File: config.mk
export PLATFORM = sky130hd
export DESIGN_NAME = mbe_div
export DESIGN_NICKNAME = d
export VERILOG_FILES = /design/src/sv/mbe_pkg.sv /design/src/sv/mbe_div.sv
export SDC_FILE = /design/constraint.sdc
export NUM_CORES = 1
export LEC_CHECK = 0
export ABC_CLOCK_PERIOD_IN_PS = 14800
export BUFFER_PORTS_ARGS = -buffer_cell sky130_fd_sc_hd__buf_2
export CAP_MARGIN = 0
export CORE_ASPECT_RATIO = 0.9
export CORE_MARGIN = 2
export CORE_UTILIZATION = 55
export CTS_CLUSTER_SIZE = 12
export DETAILED_ROUTE_END_ITERATION = 10
export PLACE_DENSITY_LB_ADDON = 0.1
export SYNTH_ARGS = -nofsm -noshare
export SYNTH_HDL_FRONTEND = slang
export SYNTH_SLANG_ARGS = --single-unit
File: constraint.sdc
create_clock -name clock -period 14.8 [get_ports clock]
set_input_delay 1.48 -clock clock [delete_from_list [all_inputs] [get_ports clock]]
set_output_delay 1.48 -clock clock [all_outputs]
set_load 0.02 [all_outputs]
File: src/sv/mbe_pkg.sv
`timescale 1ns / 1ps

package mbe_pkg;

   // Default values of the top-level parameters.
   localparam int MAX_SIDE_DEF  = 4096;
   localparam int FRAC_BITS_DEF = 28;

   // Fraction bits of the window coordinates held in the registers.
   localparam int COORD_FRAC = 28;

   // Dividend width of the shared divider. The widest dividend is a 32-bit
   // span magnitude times a 24-bit pixel position.
   localparam int DVD_W = 56;
   localparam int DVS_W = 16;

   localparam logic signed [63:0] S64_MAX = 64'sh7FFF_FFFF_FFFF_FFFF;
   localparam logic signed [63:0] S64_MIN = 64'sh8000_0000_0000_0000;

   // Register reset values.
   localparam logic [12:0]        RST_IMAGE_WIDTH    = 13'd640;
   localparam logic [12:0]        RST_IMAGE_HEIGHT   = 13'd480;
   localparam logic [15:0]        RST_MAX_ITERATIONS = 16'd255;
   localparam logic signed [31:0] RST_TOP_EDGE       = -32'sd268435456;
   localparam logic signed [31:0] RST_LEFT_EDGE      = -32'sd536870912;
   localparam logic signed [31:0] RST_SPAN_WIDTH     = 32'sd805306368;
   localparam logic signed [31:0] RST_SPAN_HEIGHT    = 32'sd536870912;

   typedef enum logic [2:0] {
      REG_IMAGE_WIDTH,
      REG_IMAGE_HEIGHT,
      REG_MAX_ITERATIONS,
      REG_TOP_EDGE,
      REG_LEFT_EDGE,
      REG_SPAN_WIDTH,
      REG_SPAN_HEIGHT
   } csr_index_type;

   typedef struct packed {
      logic [23:0] pixel_index;
      logic        last_in_batch;
   } req_payload_type;

   typedef struct packed {
      logic [23:0] pixel_offset;
      logic [7:0]  shade;
      logic        batch_end;
   } rsp_payload_type;

   // Result of the shared multiplier: the exact magnitude product (low 64 bits)
   // and the signed, rescaled and saturated fixed-point product.
   typedef struct packed {
      logic               done;
      logic [63:0]        raw;
      logic signed [63:0] scaled;
   } mul_out_type;

   typedef struct packed {
      logic             done;
      logic [DVD_W-1:0] quotient;
      logic [DVS_W-1:0] remainder;
   } div_out_type;

endpackage

File: src/sv/mbe_div.sv
`timescale 1ns / 1ps

module mbe_div (
   input  logic                              clock,
   input  logic                              reset,
   input  logic                              start,
   input  logic [mbe_pkg::DVD_W-1:0]         dividend,
   input  logic [mbe_pkg::DVS_W-1:0]         divisor,
   output mbe_pkg::div_out_type              div_out
);

   localparam int CNT_W = $clog2(mbe_pkg::DVD_W);
   localparam logic [CNT_W-1:0] LAST_STEP = CNT_W'(mbe_pkg::DVD_W - 1);

   logic [mbe_pkg::DVD_W-1:0] quo_ff;
   logic [mbe_pkg::DVS_W-1:0] rem_ff;
   logic [mbe_pkg::DVS_W-1:0] dvs_ff;
   logic [CNT_W-1:0]          cnt_ff;
   logic                      busy_ff;
   logic                      done_ff;

   logic [mbe_pkg::DVS_W:0]   shifted;
   logic [mbe_pkg::DVS_W+1:0] diff;
   logic                      borrow;

   // One restoring step: bring down the next dividend bit and subtract.
   always_comb begin
      shifted = {rem_ff, quo_ff[mbe_pkg::DVD_W-1]};
      diff    = {1'b0, shifted} - {2'b0, dvs_ff};
      borrow  = diff[mbe_pkg::DVS_W+1];
   end

   always_ff @(posedge clock) begin
      if (reset) begin
         busy_ff <= 1'b0;
         done_ff <= 1'b0;
         cnt_ff  <= '0;
      end else begin
         done_ff <= 1'b0;
         if (start) begin
            quo_ff  <= dividend;
            rem_ff  <= '0;
            dvs_ff  <= divisor;
            cnt_ff  <= '0;
            busy_ff <= 1'b1;
         end else if (busy_ff) begin
            rem_ff <= borrow ? shifted[mbe_pkg::DVS_W-1:0] : diff[mbe_pkg::DVS_W-1:0];
            quo_ff <= {quo_ff[mbe_pkg::DVD_W-2:0], ~borrow};
            cnt_ff <= cnt_ff + 1'b1;
            if (cnt_ff == LAST_STEP) begin
               busy_ff <= 1'b0;
               done_ff <= 1'b1;
            end
         end
      end
   end

   assign div_out.done      = done_ff;
   assign div_out.quotient  = quo_ff;
   assign div_out.remainder = rem_ff;

endmodule

; ---- Yosys cells after proc, flatten, opt, wreduce, memory -nomap -nowiden
; Index checks and enable logic that the tools add are counted.
[classes]
n_addsub = 2
n_eq_ne = 1
n_mux = 8
bitwise_logic = 3
reduce_logical = 5
[ops]
columns = operator, count
row1 = 56-bit 2-to-1 mux, 2
row2 = 16-bit 2-to-1 mux, 2
row3 = 17-bit by 16-bit subtractor with 18-bit output, 1
row4 = "6-bit by 1-bit adder with 6-bit output, second input constant", 1
row5 = "6-bit == test, second input constant", 1
row6 = 1-bit 2-to-1 mux, 4
row7 = 2-bit AND reduction, 2
row8 = 1-bit NOT, 3
row9 = 3-bit OR reduction, 1
row10 = 2-bit nonzero test, 1
row11 = 2-bit OR reduction, 1
[totals]
regBits = 96
in_bits = 75
output_inout_bits = 73
word_cells = 25

; ---- Longest topological paths before layout
; Gate-level depths: netlist of the first run.
[depth]
ltp_word = 4
depth_mapped = 11
mapped_depth_nobuf = 11

; ---- Least setup slack after synthesis of the first run
; OpenSTA, ideal clock, no wires.
[synth_path]
path_type = in2reg
start = input start
end = register quo_ff[0] (netlist name), enable pin
setup_ns = 0.502
t_arrival_ns = 5.154
required_ns = 14.298
setup_slack_ns = 9.143
cell_stages = 4
path_buffers = 2
path_cell_list = clkbuf_1 -> clkbuf_1 -> nor2_1 -> nor2_1
[synth_between]
elab_chain_cells = 2
[synth_rtl]
columns = item, line_no
row1 = from (decl), mbe_div.sv:6  ; input logic start,
row2 = 2-bit nonzero test (no line), --
row3 = 2-bit AND reduction (no line), --
row4 = to (signal assigned), mbe_div.sv:41  ; quo_ff <= dividend;
row5 = to (signal assigned), mbe_div.sv:48  ; quo_ff <= {quo_ff[mbe_pkg::DVD_W-2:0], ~borrow};
row6 = to (decl), mbe_div.sv:15  ; logic [mbe_pkg::DVD_W-1:0] quo_ff;
; Every way passes these cells.
; A chain may end at the register's enable or synchronous reset.

; ---- Worst setup path in the final report of the first run
[layout_path]
start = input start
end = register dvs_ff[2] (netlist name), enable pin
[layout_between]
elab_chain_cells = 1
[layout_rtl]
columns = item, line_no
row1 = 2-bit AND reduction (no line), --
row2 = to (signal assigned), mbe_div.sv:43  ; dvs_ff <= divisor;
row3 = to (decl), mbe_div.sv:17  ; logic [mbe_pkg::DVS_W-1:0] dvs_ff;
; Every way passes these cells.

==> results of run 1 <==
==> where the power goes <==
group / internal (mW) / leakage, nW / switching, mW
sequential: 0.321 / 0.905 / 0.0104
clock: 0.0595 / 0.0806 / 0.0840
combinational: 0.0578 / 1.39 / 0.0777
total: 0.438 / 2.37 / 0.172
==> routing by layer <==
layer	share of wire, %	track usage, %	up-vias
li1	-	-	1578
met2	49	34.33	112
met5	0	0	-
met4	0.67	3.941	0
met3	7.8	8.083	7
met1	43	28.62	1500
==> worst min-delay path by stage <==
stage          startpoint        end  slack [ns]
2_1_floorplan   cnt_ff[5]  cnt_ff[5]        0.45
3_3_place_gp    cnt_ff[5]  cnt_ff[5]        0.47
3_5_place_dp    cnt_ff[5]  cnt_ff[5]        0.48
4_1_cts         cnt_ff[5]  cnt_ff[5]        0.49
5_1_grt         cnt_ff[5]  cnt_ff[5]        0.52
6_report        cnt_ff[5]  cnt_ff[5]        0.49
==> metrics by stage <==
| step | hold WS, ns | total power, mW | setup slack [ns] | util, % | cell area, um^2 |
|---|---|---|---|---|---|
| 2_1_floorplan | 0.4537 | 0.4329 | 9.143 | - | 4666 |
| 3_3_place_gp | 0.4703 | 0.4699 | 11.04 | 67.50 | 5498 |
| 3_5_place_dp | 0.4784 | 0.4734 | 10.91 | 67.50 | 5498 |
| 4_1_cts | 0.4907 | 0.6170 | 11.29 | 69.39 | 5652 |
| 5_1_grt | 0.5213 | 0.6440 | 11.16 | 69.39 | 5652 |
| 6_report | 0.4931 | 0.6101 | 11.32 | 69.39 | 5652 |
==> state kept, by name, summed over array words and instances (netlist names) <==
name / flops
cnt_ff: 6
rem_ff: 16
dvs_ff: 16
busy_ff: 1
quo_ff: 56
done_ff: 1
==> cell type report <==
type | instances | area share (%)
Clock inverter | 4 | 0.3985
Multi-Input combinational cell | 215 | 30.82
Clock buffer | 11 | 2.325
Timing Repair Buffer | 150 | 13.42
Inverter | 19 | 1.262
Sequential cell | 96 | 49.59
Tap cell | 99 | 2.192
==> cells by family after synthesis <==
| kind of cell | Yosys count | share of synthesized area, % |
|---|---|---|
| buffers and inverters | 32 | 2.762 |
| AO/OA/AOI/OAI | 61 | 9.386 |
| AND/OR/NAND/NOR | 65 | 6.383 |
| XOR/XNOR | 13 | 2.440 |
| multiplexers | 58 | 13.97 |
| adder cells (fa/ha/maj) | 18 | 4.988 |
| flip-flops | 96 | 60.07 |
==> worst register-to-register path: stages (launching register included) <==
cell and delay, ns:
edfxtp_1 0.42, ha_1 0.39, a21o_1 0.24, a31oi_2 0.24
a211oi_2 0.14, nor3_2 0.34, o31a_1 0.55, nor3_1 0.15
o21a_1 0.19
==> synthesized netlist by cell type, types with 5 or more instances <==
cell type	n	area, um^2
edfxtp_1	88	2643
a21o_1	7	52.55
xor2_1	6	52.55
clkbuf_1	10	37.54
mux2_2	57	641.9
a211oi_1	6	45.04
ha_1	17	212.7
nor2_1	18	67.56
inv_1	19	71.32
nand2_1	27	101.4
dfxtp_1	8	160.2
a21oi_1	23	115.1
xnor2_1	7	61.31
o21a_1	5	37.54
==> cells in the final DEF, fill, tap and decap left out, types with 5 or more instances in the layout <==
master    Yosys  layout
buf_2         1     147
edfxtp_1     88      88
mux2_2       57      57
nand2_1      27      27
a21oi_1      23      23
inv_1        19      19
nor2_1       18      17
ha_1         17      17
clkbuf_8      0       9
dfxtp_1       8       8
a21o_1        7       7
xnor2_1       7       7
a211oi_1      6       6
xor2_1        6       6
o21a_1        5       5
==> results.json, run 1 <==
{
  "fp.dieH_um": 91.38,
  "cp_num_buf_inv": 4,
  "drive_above_1_share_pct": 45.66,
  "grt_pass1_wl_um": 15430,
  "crit_arrival_ns": 3.54,
  "grt_usage_pct": 21.58,
  "hpwl_um": 6900,
  "portBuffers": 147,
  "n_fill_cell": 618,
  "peakVddDrop_mv": 0.06067,
  "yosysWarningCount": 0,
  "critPathSlowestCell": "nor2_1",
  "ys_async_sr_fraction_pct": 0,
  "ys_seq_area_share_pct": 60.07,
  "grt-ovfl-total": 0,
  "crit_cells": 5,
  "worstHoldPathCells": 2,
  "r2r-start": "rem_ff[3]",
  "synth_area_per_cell_um2": 13.60,
  "drt_first_pass_iters": 4,
  "synth-seq-cells": 96,
  "required_ns": 14.86,
  "cts_buffer_depth": 2,
  "r2r_slack_ns": 11.91,
  "hold_buffers": 0,
  "vias": 3197,
  "clock-sinks": 96,
  "cp_common_cell": "buf_4",
  "antenna_cells": 0,
  "io-pin-count": 148,
  "critPathCapture": "dvs_ff[2]",
  "finalSetupViolCount": 0,
  "routedWlPerCell_um": 16.11,
  "dp_cells": 579,
  "crit_family": "buffers and inverters",
  "regToRegEndpoint": "rem_ff[11]",
  "crit_path_max_fanout": 73,
  "syn_inst": 343,
  "rsz0062_at_grt": "no",
  "outcome": "finished clean",
  "ctsHtreeMaxLevel": 3,
  "antenna_found_initial": 0,
  "via_per_inst": 5.382,
  "start_kind": "primary input",
  "grt_pass1_vias": 3135,
  "drt-initial-drc-count": 170,
  "maxSlewViolCount": 0,
  "syn_to_final_growth_pct": 21.13,
  "clock.fmax_mhz": 287.4,
  "path_cells": "buf_2 -> buf_4 -> inv_1 -> nor2_1 -> buf_4",
  "antenna_left": 0,
  "drcViolationCount": 0,
  "post-route-period-util_pct": 23.51,
  "std_cell_rows": 31,
  "routabilityCongestion": 0.7871,
  "fin_crit_ns": 3.480,
  "hold_viol": 0,
  "hp-class": "reg2reg",
  "r2r_cells": 8,
  "multi_input_area_um2": 1742,
  "fin_nets": 584,
  "p_leak_nw": 2.372,
  "ys.flop_type": "edfxtp_1",
  "dieArea_um2": 9237,
  "die_w_um": 101.1,
  "cts-buffers-inserted": 9,
  "cts.clk_slew.worst_paths_ns": 0.08,
  "fin_skew_ns": 0.009729,
  "seq_area_um2": 2803,
  "core_area_um2": 8145,
  "start_util_pct": 57.28,
  "cpPeakStageDelay_ns": 0.67,
  "relSlewSlack_pct": 38.51,
  "timing.setup.critical_path_class": "in2reg",
  "synth-edff-count": 88,
  "cts-resized-gates": 0,
  "power.density_nw_per_um2": 107.9,
  "synth_nets": 436,
  "drv_cap": 0,
  "clock_latency_ns": 0.36,
  "worst_slew_pin_slew_ns": 0.9224,
  "tritoncts": "done",
  "synth.distinct_cells": 44,
  "clockRootBuffer": "clkbuf_8",
  "cts_setup_buffers": 0,
  "instances_no_fill": 594,
  "crit_path_end_kind": "register",
  "syn_area_um2": 4666,
  "tns_ns": 0,
  "routed_wl_um": 9572,
  "grt_max_degree": 74,
  "startpoint": "start"
}
Note: power is estimated with default switching activity, not from simulation.
==> inputs of run 2 (changes only) <==
--- a/config.mk
+++ b/config.mk
@@ -5,12 +5,12 @@
 export SDC_FILE = /design/constraint.sdc
 export NUM_CORES = 1
 export LEC_CHECK = 0
-export ABC_CLOCK_PERIOD_IN_PS = 14800
+export ABC_CLOCK_PERIOD_IN_PS = 3100
 export BUFFER_PORTS_ARGS = -buffer_cell sky130_fd_sc_hd__buf_2
 export CAP_MARGIN = 0
 export CORE_ASPECT_RATIO = 0.9
 export CORE_MARGIN = 2
-export CORE_UTILIZATION = 55
+export CORE_UTILIZATION = 46
 export CTS_CLUSTER_SIZE = 12
 export DETAILED_ROUTE_END_ITERATION = 10
 export PLACE_DENSITY_LB_ADDON = 0.1
==> constraint.sdc (replaced) <==
create_clock -name clock -period 3.1 [get_ports clock]
set_input_delay 0.31 -clock clock [delete_from_list [all_inputs] [get_ports clock]]
set_output_delay 0.31 -clock clock [all_outputs]
set_load 0.02 [all_outputs]
==> run 2 against run 1 <==
- total power rose to 5.5 times the previous value
- global-route usage is 1.9 points lower
- wire length grew 5.9%
- highest routed layer is now met5
==> results.json, run 2 (same netlist as run 1, synthesis figures left out) <==
{
  "outcome": "finished clean",
  "hold_viol": 0,
  "post-route-period-util_pct": 93.25,
  "required_ns": 3.15,
  "whs_ns": 0.1402,
  "drcViolationCount": 0,
  "tns_ns": 0,
  "crit_path_end_kind": "register",
  "regToRegEndpoint": "rem_ff[12]",
  "antenna_cells": 0,
  "drt_first_pass_iters": 4,
  "startpoint": "quo_ff[55]",
  "tritoncts": "done",
  "dp_cells": 609,
  "multi_input_area_um2": 1743,
  "r2r-start": "quo_ff[55]",
  "via_per_inst": 5.155,
  "cpPeakStageDelay_ns": 0.41,
  "antenna_left": 0,
  "rsz0062_at_grt": "no",
  "antenna_found_initial": 1,
  "drv_cap": 0,
  "clock.fmax_mhz": 345.9,
  "clockRootBuffer": "clkbuf_16",
  "io-pin-count": 148,
  "largest_reg_flops": 56,
  "dieArea_um2": 10970,
  "core_area_um2": 9784,
  "grt_max_degree": 66,
  "power.total_mw": 3.345,
  "hp-class": "in2reg",
  "grt-ovfl-total": 0,
  "cts.clk_slew.worst_paths_ns": 0.07,
  "n_fill_cell": 854,
  "r2r_cells": 11,
  "critPathSlowestCell": "fa_1",
  "instances_no_fill": 625,
  "r2r_slack_ns": 0.21,
  "hpwl_um": 7331,
  "final_cell_mix": "147 x buf_2, 88 x edfxtp_1, 57 x mux2_2, 27 x nand2_1, 23 x a21oi_1",
  "die_w_um": 110.2,
  "final_common_cell": "buf_2",
  "reg_top3": "quo_ff x56, dvs_ff x16, rem_ff x16",
  "p_leak_nw": 2.452,
  "grt_pass1_wl_um": 16490,
  "routedWlPerCell_um": 16.21,
  "seq_area_um2": 2803,
  "fin_crit_ns": 2.891,
  "std_cell_rows": 34,
  "clock-sinks": 96,
  "crit_path_max_fanout": 4,
  "power.density_nw_per_um2": 569.3,
  "peakVddDrop_mv": 0.4300,
  "portBuffers": 147,
  "relSlewSlack_pct": 44.81,
  "cts_buffer_depth": 2,
  "ctsHtreeMaxLevel": 3,
  "timing.setup.critical_path_class": "reg2reg",
  "clock_latency_ns": 0.34,
  "hold_buffers": 0,
  "routabilityCongestion": 0.8858,
  "grt_pass1_vias": 3300,
  "worst_slew_pin_slew_ns": 0.8259,
  "top_register": "quo_ff",
  "cts-buffers-inserted": 9,
  "grt_usage_pct": 19.68,
  "drive_above_1_share_pct": 46.49,
  "crit_arrival_ns": 2.94,
  "fin_nets": 587,
  "drt-initial-drc-count": 124,
  "routed_wl_um": 10130,
  "fin_skew_ns": 0.009710,
  "vias": 3222,
  "start_kind": "register",
  "path_cells": "inv_1 -> ha_1 -> inv_1 -> fa_1 -> a21o_1 -> a221oi_2 -> o31ai_1 -> a21o_1 -> a21oi_1 -> xor2_1 -> a211oi_1",
  "start_util_pct": 47.69,
  "maxSlewViolCount": 0,
  "syn_to_final_growth_pct": 25.93,
  "critPathCapture": "rem_ff[12]",
  "finalSetupViolCount": 0,
  "fp.dieH_um": 99.55
}
==> run 2: layout make-up <==
cell class | instances | area share (%)
well taps | 126 | 2.683
clock buffers | 9 | 3.833
repair buffers | 153 | 13.71
clock inverters | 7 | 1.193
flip-flops and latches | 96 | 47.70
inverters | 19 | 1.214
multi-input cells | 215 | 29.66
==> run 2: worst min-delay path by stage <==
stage                startpoint  depth (start not counted)         end
floorplan                 reset                          1     busy_ff
global placement      cnt_ff[5]                          2   cnt_ff[5]
detailed placement    cnt_ff[5]                          2   cnt_ff[5]
CTS                  divisor[3]                          1   dvs_ff[3]
global route        divisor[11]                          1  dvs_ff[11]
finish              divisor[11]                          1  dvs_ff[11]
==> run 2: per-stage QoR <==
step / utilization [%] / cell area, um^2 / worst slack (ns)
finish: 60.05 / 5876 / 0.2091
global route: 60.05 / 5876 / 0.01603
CTS: 60.04 / 5874 / 0.2218
detailed placement: 57.02 / 5579 / 0.2527
global placement: 57.02 / 5579 / 0.3411
floorplan: - / 4673 / 0.4490
==> run 2: timing repair <==
action                                  4_1_cts  5_1_grt
resized for setup                             0        1
buffers inserted                              0        0
endpoints found under the setup margin        0        2
==> run 2: power by group <==
group / internal, mW / switching, mW / leakage, nW / total [mW]
sequential: 1.53 / 0.0492 / 0.905 / 1.58
clock: 0.625 / 0.475 / 0.138 / 1.10
combinational: 0.288 / 0.377 / 1.41 / 0.664
==> run 2: routing by layer <==
| layer | GRT usage (%) | routed length [um] |
|---|---|---|
| met5 | 0 | 8 |
| met4 | 5.481 | 63 |
| met3 | 7.339 | 792 |
| met2 | 31.57 | 4993 |
| met1 | 25.01 | 4275 |
==> run 2: critical path: cells and delay by family, from the launching register on <==
family,cells,cell delay (ns)
AOI/OAI and AO/OA,6,1.30
DFF,1,0.40
buffers and inverters,2,0.14
xor gates and xnor gates,1,0.17
adders and majority gates,2,0.58
==> inputs of run 3 (changes only) <==
--- a/config.mk
+++ b/config.mk
@@ -10,8 +10,9 @@
 export CAP_MARGIN = 0
 export CORE_ASPECT_RATIO = 0.9
 export CORE_MARGIN = 2
-export CORE_UTILIZATION = 46
-export CTS_CLUSTER_SIZE = 12
+export CORE_UTILIZATION = 48
+export CTS_BUF_LIST = sky130_fd_sc_hd__clkbuf_4 sky130_fd_sc_hd__clkbuf_8
+export CTS_CLUSTER_SIZE = 24
 export DETAILED_ROUTE_END_ITERATION = 10
 export PLACE_DENSITY_LB_ADDON = 0.1
 export SYNTH_ARGS = -nofsm -noshare
==> run 3 against run 2 <==
- non-clock buffer count rose by 3
- sequential share of layout area increased by 0.68 points
- largest power group unchanged
- worst setup slack better by 0.14 ns
- final cell count rose by 0.48%
- hold slack lost 0.015 ns
- global-route usage about the same
- combinational power barely moved
- wire length down 2.3%
- maximum frequency up 5.2%
- via count down 0.93%
- largest cell class unchanged
==> results.json, run 3 (same netlist as run 1, synthesis figures left out) <==
{
  "grt-ovfl-total": 0,
  "hold_viol": 0,
  "pre_cts_ws_ns": 0.3545,
  "io-pin-count": 148,
  "via_per_inst": 5.083,
  "largest_reg_flops": 56,
  "std_cell_rows": 34,
  "clock_latency_ns": 0.35,
  "crit_path_max_fanout": 4,
  "clock-sinks": 96,
  "core_area_um2": 9572,
  "cp_num_buf_inv": 2,
  "ctsHtreeMaxLevel": 3,
  "finish.utilization_pct": 60.52,
  "dp_cells": 612,
  "post-route-period-util_pct": 88.62,
  "cellInternalPower_mw": 2.246,
  "rsz0062_at_grt": "no",
  "min_delay_worst_endpoint": "dvs_ff[2]",
  "maxSlewViolCount": 0,
  "hp-class": "in2reg",
  "hp-start": "divisor[2]",
  "crit_arrival_ns": 2.83,
  "top_register": "quo_ff",
  "power.density_nw_per_um2": 534.5,
  "swShare_pct": 27.48,
  "grt_pass1_vias": 3339,
  "drt_first_pass_iters": 4,
  "cts_buffer_depth": 2,
  "portBuffers": 147,
  "seq_power_share_pct": 51.0,
  "cts-buffers-inserted": 9,
  "r2r_cells": 11,
  "grt_usage_pct": 19.69,
  "drt-initial-drc-count": 111,
  "critPathSlowestCell": "edfxtp_1",
  "place_area_um2": 5589,
  "outcome": "finished clean",
  "reg_top3": "quo_ff x56, dvs_ff x16, rem_ff x16",
  "combPwrFrac_pct": 21.4,
  "drcViolationCount": 0,
  "n_fill_cell": 828,
  "clock.fmax_mhz": 364.0,
  "dieArea_um2": 10530,
  "required_ns": 3.18,
  "relSlewSlack_pct": 60.86,
  "worst_slew_pin_slew_ns": 0.5871,
  "fp.dieH_um": 97.53,
  "cpPeakStageDelay_ns": 0.41,
  "vias": 3192,
  "fin_ws_ns": 0.3528,
  "cts_setup_buffers": 0,
  "power.total_mw": 3.097,
  "drive_above_1_share_pct": 47.01,
  "path_cells": "inv_1 -> ha_1 -> inv_1 -> fa_1 -> a21o_1 -> a221oi_2 -> o31ai_1 -> a21o_1 -> a21oi_1 -> xor2_1 -> a211oi_1",
  "switchingPower_mw": 0.8511,
  "r2r_slack_ns": 0.35,
  "crit_path_end_kind": "register",
  "start_kind": "register",
  "antenna_cells": 0,
  "instances_no_fill": 628,
  "routedWlPerCell_um": 15.76,
  "fin_skew_ns": 0.01117,
  "final_common_cell": "buf_2",
  "r2r-start": "quo_ff[55]",
  "timing.setup.critical_path_class": "reg2reg",
  "pwr-share-clk_pct": 27.7,
  "crit_family": "compound AO/OA/AOI/OAI gates",
  "antenna_left": 0,
  "cts.clk_slew.worst_paths_ns": 0.09,
  "antenna_found_initial": 0,
  "fin_crit_ns": 2.747,
  "syn_to_final_growth_pct": 24.16,
  "final_cell_mix": "147 x buf_2, 88 x edfxtp_1, 57 x mux2_2, 27 x nand2_1, 23 x a21oi_1",
  "tns_ns": 0,
  "die_w_um": 107.9,
  "worstHoldPathCells": 1,
  "fin_nets": 590,
  "clockRootBuffer": "clkbuf_8",
  "start_util_pct": 48.75,
  "finalSetupViolCount": 0,
  "routabilityCongestion": 0.7814,
  "grt_max_degree": 62,
  "p_leak_nw": 2.432,
  "regToRegEndpoint": "rem_ff[12]",
  "peakVddDrop_mv": 0.3303,
  "drv_cap": 0,
  "grt_pass1_wl_um": 16150,
  "routed_wl_um": 9900,
  "whs_ns": 0.1254,
  "hold_buffers": 0,
  "hpwl_um": 7138,
  "tritoncts": "done",
  "cts-resized-gates": 0,
  "fin_area_um2": 5793
}
-- run 3: cell types whose count changed in the layout (fill, tap and decap cells not counted), moves of 2 or more --
cell,previous run,this run
clkbuf_16,9,0
clkinvlp_4,2,0
buf_4,4,8
clkbuf_8,0,10
clkbuf_4,0,3
clkinv_1,2,0
-- run 3: layer usage --
metal	wire, um	up-vias	global-route usage (%)
li1	-	1593	-
met1	4450	1493	25.79
met2	4583	94	30.72
met3	706	12	6.774
met4	159	0	6.410
met5	0	-	0
-- run 3: worst reg2reg max path, delay by kind of cell, from the launching register on --
family,cells,cell delay [ns]
compound gates,6,1.21
xor+xnor,1,0.16
fa+ha+maj,2,0.57
buf+inv,2,0.13
flops,1,0.41
-- run 3: power groups by stage --
stage	Sequential [mW]	Combinational, mW	Clock [mW]
final	1.58	0.661	0.857
after floorplan	1.69	0.377	0
after CTS	1.58	0.667	0.885
after detailed placement	1.61	0.664	0
after global placement	1.61	0.656	0
after global routing	1.59	0.729	0.925
-- run 3: worst max-delay path by stage --
| stage | start | end | slack, ns | cells past startpoint |
|---|---|---|---|---|
| final | quo_ff[55] | rem_ff[12] | 0.35 | 11 |
| after global routing | quo_ff[55] | rem_ff[12] | 0.13 | 11 |
| after CTS | quo_ff[55] | rem_ff[12] | 0.34 | 11 |
| after detailed placement | quo_ff[55] | rem_ff[12] | 0.35 | 11 |
| after global placement | quo_ff[55] | rem_ff[12] | 0.42 | 11 |
| after floorplan | quo_ff[55] | rem_ff[12] | 0.45 | 11 |
-- run 3: final cells by class --
cell class	count	area, um^2	area share (%)
tap	126	157.7	2.721
clock buffer	13	160.2	2.765
clock inverter	3	43.79	0.7559
sequential	96	2803	48.38
multi-input combinational	215	1742	30.06
inverter	19	71.32	1.231
timing repair buffer	156	815.8	14.08
